`config.mk`:
```
export PLATFORM = sky130hd
export DESIGN_NAME = ssp_mv_mem
export DESIGN_NICKNAME = d
export VERILOG_FILES = /design/src/rtl/ssp_mv_mem.sv
export SDC_FILE = /design/constraint.sdc
export NUM_CORES = 2
export LEC_CHECK = 0
export BUFFER_PORTS_ARGS = -buffer_cell sky130_fd_sc_hd__buf_2
export CAP_MARGIN = 25
export CORE_MARGIN = 2
export CORE_UTILIZATION = 26
export DETAILED_ROUTE_END_ITERATION = 12
export PLACE_DENSITY = 0.41
export SLEW_MARGIN = 5
export SYNTH_ARGS = -nofsm -noshare
export SYNTH_HDL_FRONTEND = slang
export SYNTH_SLANG_ARGS = --single-unit
```
`constraint.sdc`:
```
create_clock -name clock -period 4.7 [get_ports clock]
set_input_delay 0.94 -clock clock [delete_from_list [all_inputs] [get_ports clock]]
set_output_delay 0.94 -clock clock [all_outputs]
set_load 0.03 [all_outputs]
```
`src/rtl/ssp_mv_mem.sv`:
```
// Generic single-write, single-read synchronous RAM with registered read data.
module ssp_mv_mem #(
   parameter int Width = 32,
   parameter int Depth = 64
) (
   input  logic                     clock,
   input  logic                     wr_en,
   input  logic [$clog2(Depth)-1:0] wr_addr,
   input  logic [Width-1:0]         wr_data,
   input  logic [$clog2(Depth)-1:0] rd_addr,
   output logic [Width-1:0]         rd_data
);
   logic [Width-1:0] mem [Depth];

   always_ff @(posedge clock) begin
      if (wr_en) begin
         mem[wr_addr] <= wr_data;
      end
      rd_data <= mem[rd_addr];
   end
endmodule
```
Yosys cells after proc, flatten, opt, wreduce, memory -nomap -nowiden
Memory sizes are Yosys's and may differ from the RTL's. A register that Yosys moved wholly into a read port is not among the register bits. Cells that the tools add are included.

Output and inout bits: 32. Bits in registers: 0. Input bits: 46. RAM bits: 2048. Memories: 1. Word-level logic and storage cells: 3.

Memory list: mem (depth 64, bits a word 32, read ports 1, clocked after Yosys merged registers in 1, wr ports 1, line 13) `logic [Width-1:0] mem [Depth];`.

Mux-type cells: 2.

Operator list (count): $mux W1 (2).

Longest topological paths before layout
Depth in word-level cells: 2. Depth in mapped cells: 10. Mapped depth without buffers: 5.

Worst setup path after synthesis
Ideal clock, no wire load.

Path kind: in2reg. Start: input wr_addr[3]. End: memory mem[48][0], enable pin. Cell stages on the path: 4. Slack: 0.600 ns. Arrival: 3.639 ns. Library setup time: 0.461 ns. Required time: 4.239 ns. Path buffers: 1. Path through: clkbuf_1 > nor2b_1 > nand4b_1 > nor3_1.

RTL lines: start, declared (line 8) `input logic [$clog2(Depth)-1:0] wr_addr,`; end, declared (line 13).

No word-level cell before the write port.

==> impl_metrics.yaml <==
status:
  status: "finished with violations"
  violations: "antenna rules"
floorplanning:
  num_rows: 201
  die-area_um2: 306000
  io_pins: 78
  die_w_um: 554
  core-area_um2: 300000
  initial_utilization_pct: 26.2
  die_height_um: 554
worst_setup_path:
  critical_path_class: "primary input to register"
  worstPathArrival_ns: 3.86
  end_kind: "register"
  cp.required_ns: 5.40
  cp_max_fo: 29
  cp-start-kind: "primary input"
finish:
  utilization_pct: 31.1
  area_growth_pct: 18.8
  stdcell_area_um2: 93300
  drive_above_1_share_pct: 32.6
  n_fill_cell: 28700
  multi_input_area_um2: 16000
  register_area_um2: 62100
  final_nets: 3742
drt:
  met1_length_mm: 106
  antenna_left: 1
  routed.top_layer: "met5"
  drc_errors: 0
  num_vias: 36900
  wl_met3_mm: 10.2
  dr.pass1.iters: 5
  avgViaCountPerCell: 4.69
  wl_per_cell_um: 30.4
  drt_iter0_drc: 3222
  wl_met2_mm: 119
  drt-total-wl_mm: 239
cts:
  clkSlewWorstSetupHoldPaths_ns: 0.06
  htreeDepth: 4
  clock-sinks: 2080
  ctsResizeCount: 0
  cts_setup_buffers: 0
  cts.path.max_buffers: 3
  cts_hold_buf: 0
  numCtsBuffers: 218
  cts_root_buf: "clkbuf_16"
  insertion_delay_ns: 0.87
  cts_tree: "yes"
logic_synthesis:
  yosysWarnings: 0
  ys_types: 34
  synth-seq-area-share_pct: 79.1
  syn_area_um2: 78500
  syn-num-nets: 3370
  syn_avg_cell_area_um2: 23.6
  synth_seq_cells: 2080
  netlist_instances: 3324
  synth_area_leader_cell: "edfxtp_1"
  synth_top_area_share_pct: 78.3
  synthTopCellsByArea: "edfxtp_1, mux4_2, mux2i_1"
place:
  gp_congestion: 0.742
  portBuffers: 77
  dpl.hpwl_mm: 141
  place_area_um2: 85900
global_route:
  grt_pass1_wl_mm: 329
  grt_max_degree: 65
  grt.overflow.total: 0
  track_usage_pct: 15.5
  grt_antenna_before_repair: 24
  grt_pass1_vias: 38600
sta:
  period_share_pct: 67.4
  relSlewSlack_pct: 36.6
  period_needed_ns: 3.17
  final-setup-viol-count: 0
  rsz0062_at_grt: "false"
  hold_viol_final: 0
  slew_violations: 0
  fmax_mhz: 316
  clock_skew_ns: 0.0390
  fin_tns_setup_ns: 0
  tightest_slew_ns: 0.948
flow_run:
  cap_violations: 0
power_and_ir_drop:
  power_density_nw_per_um2: 431
  power_leakage_nw: 28.7
  ir_worst_vdd_uv: 398
  fin_total_pwr_mw: 40.2
min_path:
  hold_path_class: "primary input to register"
==> stage by stage <==
stage	hold slack [ns]	instances	worst slack (ns)
CTS	0.214	7846	1.38
global route	0.267	7849	1.38
global placement	0.703	7432	0.410
floorplan	0.663	3324	0.600
detailed placement	0.716	7433	0.419
finish	0.299	7861	1.53
==> synth_stat cells <==
| master | instances |
|---|---|
| a21oi_1 | 62 |
| a22oi_1 | 12 |
| a311oi_1 | 8 |
| a31oi_1 | 1 |
| a41o_1 | 4 |
| and2_1 | 2 |
| and3_1 | 4 |
| buf_1 | 21 |
| buf_2 | 57 |
| buf_4 | 25 |
| buf_6 | 5 |
| clkbuf_1 | 74 |
| dfxtp_1 | 32 |
| edfxtp_1 | 2048 |
| mux2i_1 | 93 |
| mux4_2 | 544 |
| nand2_1 | 26 |
| nand2b_1 | 8 |
| nand3_1 | 5 |
| nand3b_1 | 5 |
| nand4_1 | 2 |
| nand4b_1 | 1 |
| nor2_1 | 137 |
| nor2b_1 | 15 |
| nor3_1 | 7 |
| o221ai_1 | 27 |
| o22ai_1 | 84 |
| o32ai_1 | 4 |
| or2_0 | 1 |
| or2_1 | 1 |
| or2_2 | 1 |
| or3_1 | 3 |
| or3b_1 | 2 |
| or3b_2 | 3 |
==> worst max-delay path: stages <==
cell	delay, ns
buf_8	0.36
buf_12	0.26
buf_12	0.25
buf_4	0.21
mux4_2	0.50
mux4_2	0.47
o22ai_1	0.62
nor2_1	0.18
==> placed cells by master (no fill, tap or decap), drive strengths merged, types with 2 or more instances in the layout <==
cell type | netlist | routed
mux4 | 544 | 544
nand4 | 2 | 2
nand3b | 5 | 5
dfxtp | 32 | 32
or3 | 3 | 3
and3 | 4 | 4
nand2b | 8 | 8
a21oi | 62 | 62
clkbuf | 74 | 291
nor3 | 7 | 7
bufinv | 0 | 22
nand2 | 26 | 26
or3b | 5 | 5
nor2 | 137 | 137
o221ai | 27 | 27
and2 | 2 | 2
o32ai | 4 | 4
a22oi | 12 | 12
edfxtp | 2048 | 2048
o22ai | 84 | 84
clkinvlp | 0 | 3
mux2i | 93 | 93
a41o | 4 | 4
inv | 0 | 3
buf | 108 | 334
nand3 | 5 | 5
nor2b | 15 | 15
diode | 0 | 14
or2 | 3 | 3
clkinv | 0 | 94
a311oi | 8 | 8
==> sequential cells by signal, summed over array words and instances, names as in the netlist <==
signal / flops
rd_data: 32
mem: 2048
==> worst paths after layout <==
path	cells past startpoint	slack (ns)	startpoint	end
max	8	1.53	rd_addr[0]	rd_data[29]$_DFF_P_
min	1	0.30	wr_data[17]	mem[1][17]$_DFFE_PP_
max reg2reg	4	2.32	mem[46][14]$_DFFE_PP_	rd_data[14]$_DFF_P_
min reg2reg	4	0.72	mem[12][8]$_DFFE_PP_	rd_data[8]$_DFF_P_
==> per-layer routing <==
layer  track usage [%]  vias up
met5                 0        -
met4              3.27        6
met3              2.23      278
met2              26.1      906
met1              21.2    20600
li1                  -    15100
==> power by group <==
part	switching, mW	internal (mW)	leakage, nW	total, mW
clock network	7.29	10.2	3.56	17.4
logic	1.36	0.768	6.43	2.13
registers	0.103	20.5	18.7	20.6
total	8.76	31.5	28.7	40.2
==> cell families (layout without fill, tap and decap cells) <==
family / after synthesis / count (layout) / synth area share [%]
simple gates: 223 / 223 / 1.27
other cells: 0 / 14 / 0
flops: 2080 / 2080 / 79.1
buf+inv: 182 / 747 / 1.13
mux: 637 / 637 / 16.8
compound gates: 202 / 202 / 1.67
==> area by class of cell <==
cell class                      count  area share [%]
Sequential cell                  2080            66.6
Timing Repair Buffer              334            3.11
Clock buffer                      291            6.43
Tap cell                         3958            5.31
Antenna cell                       14          0.0376
Clock inverter                    122            1.37
Multi-Input combinational cell   1062            17.1
Note: power is estimated with default switching activity, not from simulation.
